--- src/rtl/pts_pkg.sv ---
`timescale 1ns / 1ps
// ----------------------------------------------------------------------------
// pts_pkg
// Shared types and constants for the priority task scheduler.
// ----------------------------------------------------------------------------
package pts_pkg;

    localparam int TASKS      = 8;
    localparam int DELAY_BITS = 16;
    localparam int IDX_W      = $clog2(TASKS + 1);
    localparam int WALK_W     = (TASKS > 1) ? $clog2(TASKS) : 1;
    localparam int QDEPTH     = 2;
    localparam int QPTR_W     = $clog2(QDEPTH);
    localparam int QCNT_W     = $clog2(QDEPTH + 1);

    localparam logic [2:0] KIND_CREATE  = 3'd0;
    localparam logic [2:0] KIND_SUSPEND = 3'd1;
    localparam logic [2:0] KIND_RESUME  = 3'd2;
    localparam logic [2:0] KIND_DELAY   = 3'd3;
    localparam logic [2:0] KIND_TICK    = 3'd4;
    localparam logic [2:0] KIND_START   = 3'd5;

    typedef struct packed {
        logic [2:0]  kind;
        logic [3:0]  task_req;
        logic [15:0] ticks;
    } cmd_word_t;

    typedef struct packed {
        logic [3:0]  running_task;
        logic        switch_request;
        logic [31:0] tick_total;
    } rsp_word_t;

    typedef enum logic [2:0] {
        OP_NOP,
        OP_CREATE,
        OP_SUSPEND,
        OP_RESUME,
        OP_DELAY,
        OP_TICK,
        OP_START
    } op_t;

    typedef struct packed {
        op_t                   op;
        logic [IDX_W-1:0]      slot;
        logic [DELAY_BITS-1:0] dly;
    } op_word_t;

    // handshake between queue and execution side
    typedef struct packed {
        logic     valid;
        op_word_t word;
    } q_head_t;

endpackage

--- src/rtl/pts_front.sv ---
`timescale 1ns / 1ps
// ----------------------------------------------------------------------------
// pts_front
// Input stage: takes command words, decodes them into internal operations and
// hands them to the queue.
// ----------------------------------------------------------------------------
module pts_front (
    input  logic                clk,
    input  logic                rst_n,
    input  logic                cmd_valid,
    output logic                cmd_stall,
    input  pts_pkg::cmd_word_t  cmd_word,
    input  logic                q_full,
    output logic                push,
    output pts_pkg::op_word_t   push_word
);
    import pts_pkg::*;

    logic     stage_valid_reg;
    logic     stage_valid_next;
    op_word_t stage_word_reg;
    op_word_t stage_word_next;
    op_word_t decoded;
    logic     req_ok;
    logic     accept;

    always_comb
    begin
        req_ok       = 32'(cmd_word.task_req) <= 32'(TASKS);
        decoded.slot = IDX_W'(cmd_word.task_req);
        decoded.dly  = DELAY_BITS'(cmd_word.ticks);
        decoded.op   = OP_NOP;
        unique case (cmd_word.kind)
            KIND_CREATE:  decoded.op = req_ok ? OP_CREATE : OP_NOP;
            KIND_SUSPEND: decoded.op = req_ok ? OP_SUSPEND : OP_NOP;
            KIND_RESUME:  decoded.op = req_ok ? OP_RESUME : OP_NOP;
            // zero-length delay is a no-op
            KIND_DELAY:   decoded.op = (decoded.dly != '0) ? OP_DELAY : OP_NOP;
            KIND_TICK:    decoded.op = OP_TICK;
            KIND_START:   decoded.op = OP_START;
            default:      decoded.op = OP_NOP;
        endcase
    end

    assign cmd_stall = stage_valid_reg && q_full;
    assign accept    = cmd_valid && !cmd_stall;
    assign push      = stage_valid_reg && !q_full;
    assign push_word = stage_word_reg;

    always_comb
    begin
        stage_valid_next = stage_valid_reg;
        stage_word_next  = stage_word_reg;
        if (accept)
        begin
            stage_valid_next = 1'b1;
            stage_word_next  = decoded;
        end
        else if (push)
        begin
            stage_valid_next = 1'b0;
        end
    end

    always_ff @(posedge clk or negedge rst_n)
    begin
        if (!rst_n)
        begin
            stage_valid_reg <= 1'b0;
        end
        else
        begin
            stage_valid_reg <= stage_valid_next;
        end
    end

    always_ff @(posedge clk)
    begin
        stage_word_reg <= stage_word_next;
    end

endmodule

--- src/rtl/pts_queue.sv ---
`timescale 1ns / 1ps
// ----------------------------------------------------------------------------
// pts_queue
// Short FIFO of decoded operations between the input and execution sides.
// ----------------------------------------------------------------------------
module pts_queue (
    input  logic               clk,
    input  logic               rst_n,
    input  logic               push,
    input  pts_pkg::op_word_t  push_word,
    output logic               full,
    input  logic               pop,
    output pts_pkg::q_head_t   head
);
    import pts_pkg::*;

    op_word_t            mem [QDEPTH];
    logic [QPTR_W-1:0]   wr_ptr_reg;
    logic [QPTR_W-1:0]   wr_ptr_next;
    logic [QPTR_W-1:0]   rd_ptr_reg;
    logic [QPTR_W-1:0]   rd_ptr_next;
    logic [QCNT_W-1:0]   count_reg;
    logic [QCNT_W-1:0]   count_next;
    logic                do_pop;

    assign full       = count_reg == QCNT_W'(QDEPTH);
    assign head.valid = count_reg != '0;
    assign head.word  = mem[rd_ptr_reg];
    assign do_pop     = pop && head.valid;

    always_comb
    begin
        wr_ptr_next = wr_ptr_reg;
        rd_ptr_next = rd_ptr_reg;
        count_next  = count_reg;
        if (push)
        begin
            wr_ptr_next = wr_ptr_reg + 1'b1;
        end
        if (do_pop)
        begin
            rd_ptr_next = rd_ptr_reg + 1'b1;
        end
        if (push && !do_pop)
        begin
            count_next = count_reg + 1'b1;
        end
        else if (!push && do_pop)
        begin
            count_next = count_reg - 1'b1;
        end
    end

    always_ff @(posedge clk or negedge rst_n)
    begin
        if (!rst_n)
        begin
            wr_ptr_reg <= '0;
            rd_ptr_reg <= '0;
            count_reg  <= '0;
        end
        else
        begin
            wr_ptr_reg <= wr_ptr_next;
            rd_ptr_reg <= rd_ptr_next;
            count_reg  <= count_next;
        end
    end

    always_ff @(posedge clk)
    begin
        if (push)
        begin
            mem[wr_ptr_reg] <= push_word;
        end
    end

endmodule

--- src/rtl/pts_back.sv ---
`timescale 1ns / 1ps
// ----------------------------------------------------------------------------
// pts_back
// Execution side: holds the task table, walks delay counters on ticks, picks
// the next running task and registers the result word.
// ----------------------------------------------------------------------------
module pts_back (
    input  logic               clk,
    input  logic               rst_n,
    input  pts_pkg::q_head_t   head,
    output logic               pop,
    output logic               rsp_valid,
    input  logic               rsp_stall,
    output pts_pkg::rsp_word_t rsp_word
);
    import pts_pkg::*;

    typedef enum logic [1:0] {
        S_IDLE,
        S_WALK,
        S_PICK
    } state_t;

    typedef enum logic [1:0] {
        MODE_READY,
        MODE_DELAY,
        MODE_SUSPEND
    } mode_t;

    state_t                state_reg, state_next;
    logic [WALK_W-1:0]     walk_reg, walk_next;
    logic [IDX_W-1:0]      cur_reg, cur_next;
    logic [TASKS-1:0]      ready_reg, ready_next;
    mode_t                 mode_reg [TASKS];
    mode_t                 mode_next [TASKS];
    logic [DELAY_BITS-1:0] delay_reg [TASKS];
    logic [DELAY_BITS-1:0] delay_next [TASKS];
    logic                  slicing_reg, slicing_next;
    logic [31:0]           tick_reg, tick_next;
    logic                  sw_reg, sw_next;
    logic                  out_valid_reg, out_valid_next;
    rsp_word_t             out_word_reg, out_word_next;

    logic                  out_free;
    logic                  emit;
    logic                  emit_sw;
    logic                  slot_real;
    logic                  slot_is_cur;
    logic [WALK_W-1:0]     slot_lo;
    logic [WALK_W-1:0]     cur_lo;
    logic [IDX_W-1:0]      pick;
    logic [DELAY_BITS-1:0] dec;
    logic [TASKS-1:0]      held_vec;

    // lowest ready slot wins, idle slot when none
    always_comb
    begin
        pick = IDX_W'(TASKS);
        for (int i = TASKS - 1; i >= 0; i--)
        begin
            if (ready_reg[i])
            begin
                pick = IDX_W'(i);
            end
        end
    end

    assign out_free    = !out_valid_reg || !rsp_stall;
    assign slot_real   = head.word.slot < IDX_W'(TASKS);
    assign slot_is_cur = head.word.slot == cur_reg;
    assign slot_lo     = head.word.slot[WALK_W-1:0];
    assign cur_lo      = cur_reg[WALK_W-1:0];
    assign dec         = delay_reg[walk_reg] - 1'b1;

    always_comb
    begin
        state_next   = state_reg;
        walk_next    = walk_reg;
        cur_next     = cur_reg;
        ready_next   = ready_reg;
        mode_next    = mode_reg;
        delay_next   = delay_reg;
        slicing_next = slicing_reg;
        tick_next    = tick_reg;
        sw_next      = sw_reg;
        pop          = 1'b0;
        emit         = 1'b0;
        emit_sw      = 1'b0;

        unique case (state_reg)
            S_IDLE:
            begin
                if (head.valid && out_free)
                begin
                    pop = 1'b1;
                    case (head.word.op) inside
                        OP_CREATE:
                        begin
                            if (slot_real)
                            begin
                                ready_next[slot_lo] = 1'b1;
                                mode_next[slot_lo]  = MODE_READY;
                                delay_next[slot_lo] = '0;
                            end
                            emit = 1'b1;
                        end
                        OP_SUSPEND, OP_RESUME:
                        begin
                            if (slot_real)
                            begin
                                ready_next[slot_lo] = head.word.op == OP_RESUME;
                                mode_next[slot_lo]  = (head.word.op == OP_RESUME)
                                                      ? MODE_READY : MODE_SUSPEND;
                                delay_next[slot_lo] = '0;
                            end
                            if (slot_is_cur)
                            begin
                                sw_next    = 1'b1;
                                state_next = S_PICK;
                            end
                            else
                            begin
                                emit = 1'b1;
                            end
                        end
                        OP_DELAY:
                        begin
                            // the idle slot keeps no table entry
                            if (cur_reg < IDX_W'(TASKS))
                            begin
                                ready_next[cur_lo] = 1'b0;
                                mode_next[cur_lo]  = MODE_DELAY;
                                delay_next[cur_lo] = head.word.dly;
                            end
                            sw_next    = 1'b1;
                            state_next = S_PICK;
                        end
                        OP_TICK:
                        begin
                            tick_next = tick_reg + 32'd1;
                            if (slicing_reg)
                            begin
                                sw_next    = 1'b1;
                                walk_next  = '0;
                                state_next = S_WALK;
                            end
                            else
                            begin
                                emit = 1'b1;
                            end
                        end
                        OP_START:
                        begin
                            slicing_next = 1'b1;
                            sw_next      = 1'b0;
                            state_next   = S_PICK;
                        end
                        default:
                        begin
                            emit = 1'b1;
                        end
                    endcase
                end
            end
            S_WALK:
            begin
                if (mode_reg[walk_reg] == MODE_DELAY)
                begin
                    delay_next[walk_reg] = dec;
                    if (dec == '0)
                    begin
                        mode_next[walk_reg]  = MODE_READY;
                        ready_next[walk_reg] = 1'b1;
                    end
                end
                if (walk_reg == WALK_W'(TASKS - 1))
                begin
                    state_next = S_PICK;
                end
                else
                begin
                    walk_next = walk_reg + 1'b1;
                end
            end
            S_PICK:
            begin
                cur_next   = pick;
                emit       = 1'b1;
                emit_sw    = sw_reg;
                state_next = S_IDLE;
            end
            default:
            begin
                state_next = S_IDLE;
            end
        endcase

        out_valid_next = out_valid_reg && rsp_stall;
        out_word_next  = out_word_reg;
        if (emit)
        begin
            out_valid_next              = 1'b1;
            out_word_next.running_task  = 4'(cur_next);
            out_word_next.switch_request = emit_sw;
            out_word_next.tick_total    = tick_next;
        end
    end

    always_ff @(posedge clk or negedge rst_n)
    begin
        if (!rst_n)
        begin
            state_reg     <= S_IDLE;
            walk_reg      <= '0;
            cur_reg       <= IDX_W'(TASKS);
            ready_reg     <= '0;
            mode_reg      <= '{default: MODE_READY};
            delay_reg     <= '{default: '0};
            slicing_reg   <= 1'b0;
            tick_reg      <= '0;
            sw_reg        <= 1'b0;
            out_valid_reg <= 1'b0;
        end
        else
        begin
            state_reg     <= state_next;
            walk_reg      <= walk_next;
            cur_reg       <= cur_next;
            ready_reg     <= ready_next;
            mode_reg      <= mode_next;
            delay_reg     <= delay_next;
            slicing_reg   <= slicing_next;
            tick_reg      <= tick_next;
            sw_reg        <= sw_next;
            out_valid_reg <= out_valid_next;
        end
    end

    always_ff @(posedge clk)
    begin
        out_word_reg <= out_word_next;
    end

    assign rsp_valid = out_valid_reg;
    assign rsp_word  = out_word_reg;

    always_comb
    begin
        for (int i = 0; i < TASKS; i++)
        begin
            held_vec[i] = mode_reg[i] != MODE_READY;
        end
    end

    assert property (@(posedge clk) disable iff (!rst_n)
        cur_reg <= IDX_W'(TASKS))
        else $error("running slot out of range");

    assert property (@(posedge clk) disable iff (!rst_n)
        (state_reg != S_IDLE) |-> !pop)
        else $error("queue popped while a word is in progress");

    assert property (@(posedge clk) disable iff (!rst_n)
        (state_reg == S_WALK) |-> !out_valid_reg)
        else $error("result word pending during delay walk");

    assert property (@(posedge clk) disable iff (!rst_n)
        (held_vec & ready_reg) == '0)
        else $error("delayed or suspended task in ready bitmap");

endmodule

--- src/rtl/priority_task_scheduler_core.sv ---
`timescale 1ns / 1ps
// path: an accepted word goes through the front stage register and the queue; create, plain
// suspend/resume and plain tick are then registered as the result word, a rescheduling command
// passes S_PICK first and a tick while running S_WALK then S_PICK; the back end pops the next
// word only back in S_IDLE (the tick walks one delay counter per cycle)
// reset: all tasks ready-mode but not in the bitmap, idle slot running, tick count zero,
// no time slicing until start
// ----------------------------------------------------------------------------
// priority_task_scheduler_core
// Bitmap priority task scheduler with tick delays: decode front, command queue
// and execution back end.
// ----------------------------------------------------------------------------
module priority_task_scheduler_core (
    input  logic               clk,
    input  logic               rst_n,
    input  logic               cmd_valid,
    output logic               cmd_stall,
    input  pts_pkg::cmd_word_t cmd_word,
    output logic               rsp_valid,
    input  logic               rsp_stall,
    output pts_pkg::rsp_word_t rsp_word
);
    import pts_pkg::*;

    logic     q_full;
    logic     push;
    op_word_t push_word;
    logic     pop;
    q_head_t  head;

    pts_front u_front (
        .clk       (clk),
        .rst_n     (rst_n),
        .cmd_valid (cmd_valid),
        .cmd_stall (cmd_stall),
        .cmd_word  (cmd_word),
        .q_full    (q_full),
        .push      (push),
        .push_word (push_word)
    );

    pts_queue u_queue (
        .clk       (clk),
        .rst_n     (rst_n),
        .push      (push),
        .push_word (push_word),
        .full      (q_full),
        .pop       (pop),
        .head      (head)
    );

    pts_back u_back (
        .clk       (clk),
        .rst_n     (rst_n),
        .head      (head),
        .pop       (pop),
        .rsp_valid (rsp_valid),
        .rsp_stall (rsp_stall),
        .rsp_word  (rsp_word)
    );

endmodule

--- config.mk ---
export PLATFORM = sky130hd
export DESIGN_NAME = priority_task_scheduler_core
export DESIGN_NICKNAME = d
export VERILOG_FILES = /design/src/rtl/pts_pkg.sv /design/src/rtl/pts_front.sv /design/src/rtl/pts_queue.sv /design/src/rtl/pts_back.sv /design/src/rtl/priority_task_scheduler_core.sv
export SDC_FILE = /design/constraint.sdc
export NUM_CORES = 1
export LEC_CHECK = 0
export BUFFER_PORTS_ARGS = -buffer_cell sky130_fd_sc_hd__buf_2
export CAP_MARGIN = 20
export CORE_MARGIN = 3
export CORE_UTILIZATION = 51
export DETAILED_ROUTE_END_ITERATION = 7
export PLACE_DENSITY_LB_ADDON = 0.25
export SETUP_SLACK_MARGIN = 0.4
export SLEW_MARGIN = 10
export SYNTH_ARGS = -nofsm -noshare
export SYNTH_HDL_FRONTEND = slang
export SYNTH_SLANG_ARGS = --single-unit
--- constraint.sdc ---
create_clock -name clk -period 4.9 [get_ports clk]
set_clock_uncertainty 0.15 [all_clocks]
set_input_delay 0.245 -clock clk [delete_from_list [all_inputs] [get_ports clk]]
set_output_delay 0.245 -clock clk [all_outputs]
set_load 0.05 [all_outputs]
==> reports/metrics.csv, run 1 <==
stage,metric,value,unit
synthesis,ys.warnings.count,0,
drt,first_iter_violations,1862,
synthesis,ys_top_cells_by_count,"nand2_1, dfrtp_1, o21ai_0",
die,die-width,181,µm
cells_and_area,nNetsFinal,1625,
cts,htree_levels,2,
setup_path,cp.depth,11,
timing,min_period,4.32,ns
drt,routed_wl,46600,µm
power,total_power,14.2,mW
synthesis,synthTopCellsByArea,"dfrtp_1, edfxtp_1, o21ai_0",
synthesis,synth_top_area_share,32.1,%
setup_path,end_kind,flip-flop,
timing,worst_pin_slew,1.22,ns
outcome,outcome,completed,
die,rows,63,
drt,dr.pass1.iters,6,
power,swShare,48.6,%
power,p_int,7.29,mW
cells_and_area,layout-drive-gt1-share,16.4,%
timing,max_slew_margin,18.6,%
synthesis,synth_most_common_cell,nand2_1,
global_route,grt_first_pass_wirelength,72200,µm
global_route,grt_overflow_total,0,
die,io_pins,66,
cells_and_area,largest_reg_flops,128,
setup_path,crit_buf_inv,1,
setup_path,cp_max_fo,22,
synthesis,syn_nets,1535,
power,power_switching,6.89,mW
synthesis,synth_seq_cells,307,
cts,clk_pin_slew_worst_paths,0.06,ns
synthesis,synthCells,1502,
power,p_leak,7.01,nW
die,die_area,32700,µm²
synthesis,ys.flop_type,dfrtp_1,
cells_and_area,area_growth,14.9,%
cells_and_area,multi_input_area,6860,µm²
cells_and_area,design_area,17900,µm²
flow_run,drv_cap,0,
global_route,grt_pass1_vias,12500,
synthesis,yosysTopAreaCell,dfrtp_1,
drt,drc,0,
global_route,antenna_found_initial,1,
cells_and_area,antenna_cells,0,
cts,root_buffer,clkbuf_16,
cells_and_area,final_util,59.9,%
drt,wl_per_cell,23.2,µm
synthesis,synth_cell_types,77,
cells_and_area,fillers,2446,
die,die_y,181,µm
drt,num_vias,12900,
power,pwr-share-seq,28.8,%
timing,final_max_slew_viol_count,0,
cells_and_area,seqCellArea,8220,µm²
synthesis,async_flop_share,65.5,%
cts,cts.sinks,307,
timing,setup-violations-final,0,
timing,fmax,231,MHz
placement,port_buffers,65,
min_path,min_path_cells,3,
placement,place_congestion,0.962,
global_route,grt_max_degree,107,
drt,postRouteAntennaNets,0,
setup_path,critPathTopFamily,simple AND/OR/NAND/NOR gates,
setup_path,cp.arrival,4.61,ns
die,start_util,52.2,%
global_route,grt.total_usage,27.9,%
synthesis,synth.avg_cell_area,10.4,µm²
timing,rsz0062_at_grt,false,
synthesis,synth_edf_count,106,
cts,clock_latency,0.53,ns
cts,clock_path_buffers,3,
timing,finalCritPeriodShare,88.2,%
cts,cts_tree,done,
placement,postPlaceCellArea,16400,µm²
setup_path,rr_worst_depth,11,
setup_path,required,5.19,ns
power,vdd_drop_max,0.381,mV
die,core,29900,µm²
timing,hold_viol,0,
setup_path,cp-start-kind,flip-flop,
setup_path,crit_type,flip-flop to flip-flop,
synthesis,netlist_area,15600,µm²
cts,cts_buffers,35,
power,power_density,792,nW/µm²
placement,dpl.hpwl,31900,µm
power,clkPwrFrac,18.6,%
synthesis,seq_area_frac_synth,52.7,%
setup_path,slowest_stage,or4b_4,
drt,viasPerCell,6.43,
setup_path,slowest_delay,0.59,ns
timing,fin_tns_setup,0,ns
power,pwr-share-comb,52.6,%
setup_path,path_cells,buf_12 -> mux4_2 -> mux2i_4 -> ha_1 -> o21a_1 -> a31o_2 -> nand2_1 -> a211o_1 -> or4_1 -> or4b_4 -> a31oi_1,
min_path,holdCritPathClass,input port to flip-flop,
layout by cell type (no fill, tap or decap), types with 5 or more instances in the layout:
master	n
nand2_1	217
dfrtp_1	197
o21ai_0	174
edfxtp_1	106
a22oi_1	89
nor2_1	79
a21oi_1	65
buf_2	64
buf_4	61
nand3_1	52
xnor2_1	36
clkbuf_16	36
mux2i_1	26
mux4_2	26
dlygate4sd3_1	26
nor3_1	24
mux2_2	23
inv_1	18
o22ai_1	17
o22a_1	17
and2_1	16
xor2_1	14
a31oi_1	14
nand4_1	12
nand2b_1	10
nor4_1	8
o31ai_1	8
and3_1	8
a31o_2	8
clkbuf_1	8
a21o_1	7
a32o_1	7
a211oi_1	6
nand3b_1	6
o211ai_1	6
ha_1	6
a22o_1	5
mux2_1	5
or2_2	5
o21a_1	5
worst reg2reg max path, delay by kind of cell (launching register included):
family                     cells  cell delay [ns]
AOI/OAI and AO/OA              4             1.02
adders and majority gates      1             0.22
buffers and inverters          1             0.23
DFF                            1             0.54
muxes                          2             0.76
and+or+nand+nor                3             1.31
logic make-up after synthesis:
| group | synth area share, % |
|---|---|
| buffers and inverters | 3.34 |
| muxes | 7.92 |
| AOI/OAI and AO/OA | 18.9 |
| adders and majority gates | 0.482 |
| xor gates and xnor gates | 2.91 |
| DFF | 52.7 |
| and+or+nand+nor | 13.7 |
power by group through the flow:
stage	clock, mW	combinational, mW	sequential [mW]
3_5_place_dp	0	7.08	4.13
6_report	2.64	7.45	4.08
4_1_cts	2.67	7.12	4.09
2_1_floorplan	0	4.44	4.40
3_3_place_gp	0	7.03	4.11
5_1_grt	2.79	7.88	4.15
per-stage QoR:
step / hold WS [ns] / cells / setup WS, ns
after global routing: 0.0553 / 2009 / 0.469
final: 0.00560 / 2009 / 0.579
after CTS: 0.00926 / 1996 / 0.417
after floorplan: -0.201 / 1502 / 0.626
after global placement: 0.272 / 1905 / 0.497
after detailed placement: 0.265 / 1906 / 0.440
worst paths after layout:
kind	startpoint	to	slack (ns)
worst max-delay path	u_back.walk_reg[0]$_DFFE_PN0P_	u_back.ready_reg[6]$_DFFE_PN0P_	0.58
worst min-delay path	cmd_word[22]	u_front.push_word[22]$_SDFFCE_PN0P_	0.006
worst max register to register	u_back.walk_reg[0]$_DFFE_PN0P_	u_back.ready_reg[6]$_DFFE_PN0P_	0.58
worst min register to register	u_front.push_word[3]$_DFFE_PP_	u_queue.mem[0][3]$_DFFE_PP_	0.29
max in group asynchronous	rst_n	u_back.delay_reg[10]$_DFFE_PN0P_	3.08
min in group asynchronous	rst_n	u_back.tick_reg[12]$_DFF_PN0_	0.23
per-layer routing:
metal / routed length, µm / part of all wire [%] / vias up / global-route usage [%]
met5: 18 / 0.039 / - / 0
met4: 1550 / 3.3 / 2 / 8.93
met3: 5600 / 12 / 129 / 7.49
met2: 20100 / 43 / 799 / 41.5
met1: 19300 / 41 / 6228 / 40.1
li1: - / - / 5766 / -
cell type report:
cell class	instances	share of cell area, %
Clock buffer	46	5.35
Sequential cell	307	45.9
Tap cell	390	2.73
Timing Repair Buffer	155	6.16
Inverter	19	0.398
Clock inverter	18	1.11
Multi-Input combinational cell	1074	38.3
repair_timing:
item | 4_1_cts | 5_1_grt
hold buffers | 26 | 0
resized for setup | 1 | 0
buffers inserted | 0 | 11
pin swaps | 0 | 1
setup endpoints to repair | 2 | 14
endpoints found under the hold margin | 129 | 0
No activity file was read; power rests on OpenSTA's default activity.
==> inputs of run 2 (changes only) <==
--- a/config.mk
+++ b/config.mk
@@ -5,7 +5,7 @@
 export SDC_FILE = /design/constraint.sdc
 export NUM_CORES = 1
 export LEC_CHECK = 0
-export BUFFER_PORTS_ARGS = -buffer_cell sky130_fd_sc_hd__buf_2
+export BUFFER_PORTS_ARGS = -buffer_cell sky130_fd_sc_hd__buf_4
 export CAP_MARGIN = 20
 export CORE_MARGIN = 3
 export CORE_UTILIZATION = 51
==> run 2 against run 1 <==
Net effect:
- routed wire length increased by 5.1%
- combinational power increased by 2%
- sequential cell count unchanged
- sequential share of layout area decreased by 0.44 points
- non-clock buffer count decreased by 9
- final cell count decreased by 0.35%
- critical path depth unchanged
- worst setup slack got worse by 0.017 ns
- largest power group unchanged
==> reports/metrics.csv, run 2 (same netlist as run 1, synthesis figures left out) <==
stage,metric,value,unit,change
outcome,outcome,completed,,
timing,fin_tns_setup,0,ns,unchanged
cells_and_area,fillers,2426,,-0.82%
cells_and_area,nNetsFinal,1616,,-0.55%
cts,htree_levels,2,,unchanged
cts,cts_buffers,35,,unchanged
drt,dr.pass1.iters,6,,unchanged
global_route,grt.total_usage,29.5,%,+1.7 points
global_route,antenna_found_initial,2,,+1
cts,clock_path_buffers,3,,unchanged
cts,clk_pin_slew_worst_paths,0.06,ns,about the same
global_route,grt_max_degree,106,,-0.93%
timing,finalCritPeriodShare,88.5,%,+0.34 points
global_route,grt_overflow_total,0,,unchanged
placement,port_buffers,65,,unchanged
die,die-width,181,µm,unchanged
placement,dpl.hpwl,32900,µm,+3.2%
die,io_pins,66,,unchanged
cells_and_area,final_cell_mix,"nand2_1, dfrtp_1, o21ai_0, buf_4, edfxtp_1",,
timing,min_period,4.34,ns,+0.0169 ns
timing,fmax,231,MHz,-0.39%
power,p_leak,7.06,nW,+0.73%
timing,max_slew_margin,23.3,%,+4.7 points
min_path,holdCritPathClass,input port to flip-flop,,
timing,worst_pin_slew,1.14,ns,-0.0717 ns
setup_path,end_kind,flip-flop,,
cells_and_area,layout_commonest_cell,nand2_1,,
cells_and_area,layout-drive-gt1-share,16.0,%,-0.41 points
die,die_y,181,µm,unchanged
cts,cts.sinks,307,,unchanged
setup_path,required,5.14,ns,-0.05 ns
drt,wl_per_cell,24.5,µm,+5.5%
power,power_density,799,nW/µm²,+0.88%
die,die_area,32700,µm²,unchanged
die,start_util,52.2,%,unchanged
setup_path,cp-start-kind,flip-flop,,
setup_path,cp_max_fo,46,,+110%
placement,dp.cells,1905,,-0.052%
setup_path,slowest_delay,0.61,ns,+0.02 ns
power,vdd_drop_max,0.402,mV,+5.5%
timing,setup-violations-final,0,,unchanged
setup_path,slowest_stage,dfrtp_4,,
timing,rsz0062_at_grt,false,,
cells_and_area,area_growth,16.0,%,
placement,place_congestion,0.961,,about the same
drt,drc,0,,unchanged
drt,postRouteAntennaNets,0,,unchanged
cells_and_area,stdcell_count,2002,,-0.35%
global_route,grt_pass1_vias,12800,,+3.1%
drt,first_iter_violations,2001,,+7.5%
setup_path,cp_common_cell,o22ai_1,,
drt,num_vias,13100,,+1.6%
flow_run,drv_cap,0,,unchanged
global_route,grt_first_pass_wirelength,75900,µm,+5.1%
cts,root_buffer,clkbuf_16,,
die,core,29900,µm²,unchanged
drt,viasPerCell,6.56,,+2.0%
cts,clock_latency,0.53,ns,about the same
cts,cts_tree,done,,
timing,final_max_slew_viol_count,0,,unchanged
die,rows,63,,unchanged
setup_path,crit_type,flip-flop to flip-flop,,
setup_path,path_cells,buf_12 -> mux2_1 -> o22ai_1 -> o21ai_2 -> or4_1 -> a21o_1 -> a2111oi_1 -> nand4b_1 -> buf_4 -> a221oi_1 -> o22ai_1,,
cells_and_area,largest_reg_flops,128,,unchanged
setup_path,cp.arrival,4.58,ns,-0.03 ns
timing,hold_viol,0,,unchanged
drt,routed_wl,49000,µm,+5.1%
## run 2: cell types whose count changed in the layout (fill, tap and decap cells not counted), moves of 2 or more
| cell | previous run | this run |
|---|---|---|
| buf_2 | 64 | 0 |
| buf_4 | 61 | 114 |
| bufinv_16 | 3 | 6 |
| clkinv_2 | 3 | 6 |
| clkinv_1 | 3 | 1 |
| clkinv_4 | 2 | 0 |
| clkinvlp_4 | 3 | 1 |
| diode_2 | 0 | 2 |
## run 2: stage by stage
stage	utilization [%]	setup WS [ns]	hold slack, ns	cell area (µm²)	total power, mW
after floorplan	-	0.626	-0.201	15600	8.84
after global placement	55.3	0.402	0.243	16500	11.3
after detailed placement	55.4	0.327	0.248	16500	11.4
after CTS	60.4	0.486	0.0116	18000	14.2
after global routing	60.5	0.446	0.0815	18100	15.1
final	60.5	0.562	0.0231	18100	14.4
## run 2: path summary, 6_finish.rpt
kind	slack (ns)	from	end	cells past startpoint
max in group asynchronous	3.24	rst_n	u_back.delay_reg[125]$_DFFE_PN0P_	3
hold / removal	0.02	cmd_word[22]	u_front.push_word[21]$_SDFFCE_PN0P_	4
min in group asynchronous	0.23	rst_n	u_back.tick_reg[12]$_DFF_PN0_	2
setup / recovery	0.56	u_back.walk_reg[0]$_DFFE_PN0P_	u_back.mode_reg[12]$_DFFE_PN0P_	11
setup reg to reg	0.56	u_back.walk_reg[0]$_DFFE_PN0P_	u_back.mode_reg[12]$_DFFE_PN0P_	11
hold reg to reg	0.29	u_front.push_word[14]$_DFFE_PP_	u_queue.mem[1][14]$_DFFE_PP_	0
## run 2: critical path, delay by kind of cell, from the launching register on
family / cells / cell delay [ns]
DFF: 1 / 0.61
AOI/OAI and AO/OA: 6 / 1.82
and+or+nand+nor: 2 / 0.69
muxes: 1 / 0.35
buffers and inverters: 2 / 0.54
## run 2: what timing repair did
action | in CTS | in global routing
hold endpoints to repair | 120 | 0
setup buffers | 1 | 0
setup endpoints to repair | 3 | 1
resized for setup | 1 | 1
hold buffers | 27 | 0
## run 2: area by class of cell
cell class	instances	area [µm²]	area share [%]
Sequential cell	307	8220	45.5
Multi-Input combinational cell	1074	6870	38.0
Timing Repair Buffer	146	1210	6.69
Clock buffer	46	948	5.25
Tap cell	390	488	2.70
Clock inverter	18	264	1.46
Inverter	19	71.3	0.395
Antenna cell	2	5.00	0.0277
## run 2: power breakdown
part	switching, mW	internal [mW]	leakage (nW)
logic	5.32	2.26	2.76
clock network	1.08	1.70	0.592
registers	0.568	3.52	3.71
## run 2: layer usage
metal	track usage (%)	up-vias	share of wire (%)
li1	-	5727	-
met5	0	-	0
met4	10.6	0	3.9
met2	43.5	861	43
met1	41.9	6383	40
met3	8.66	162	13
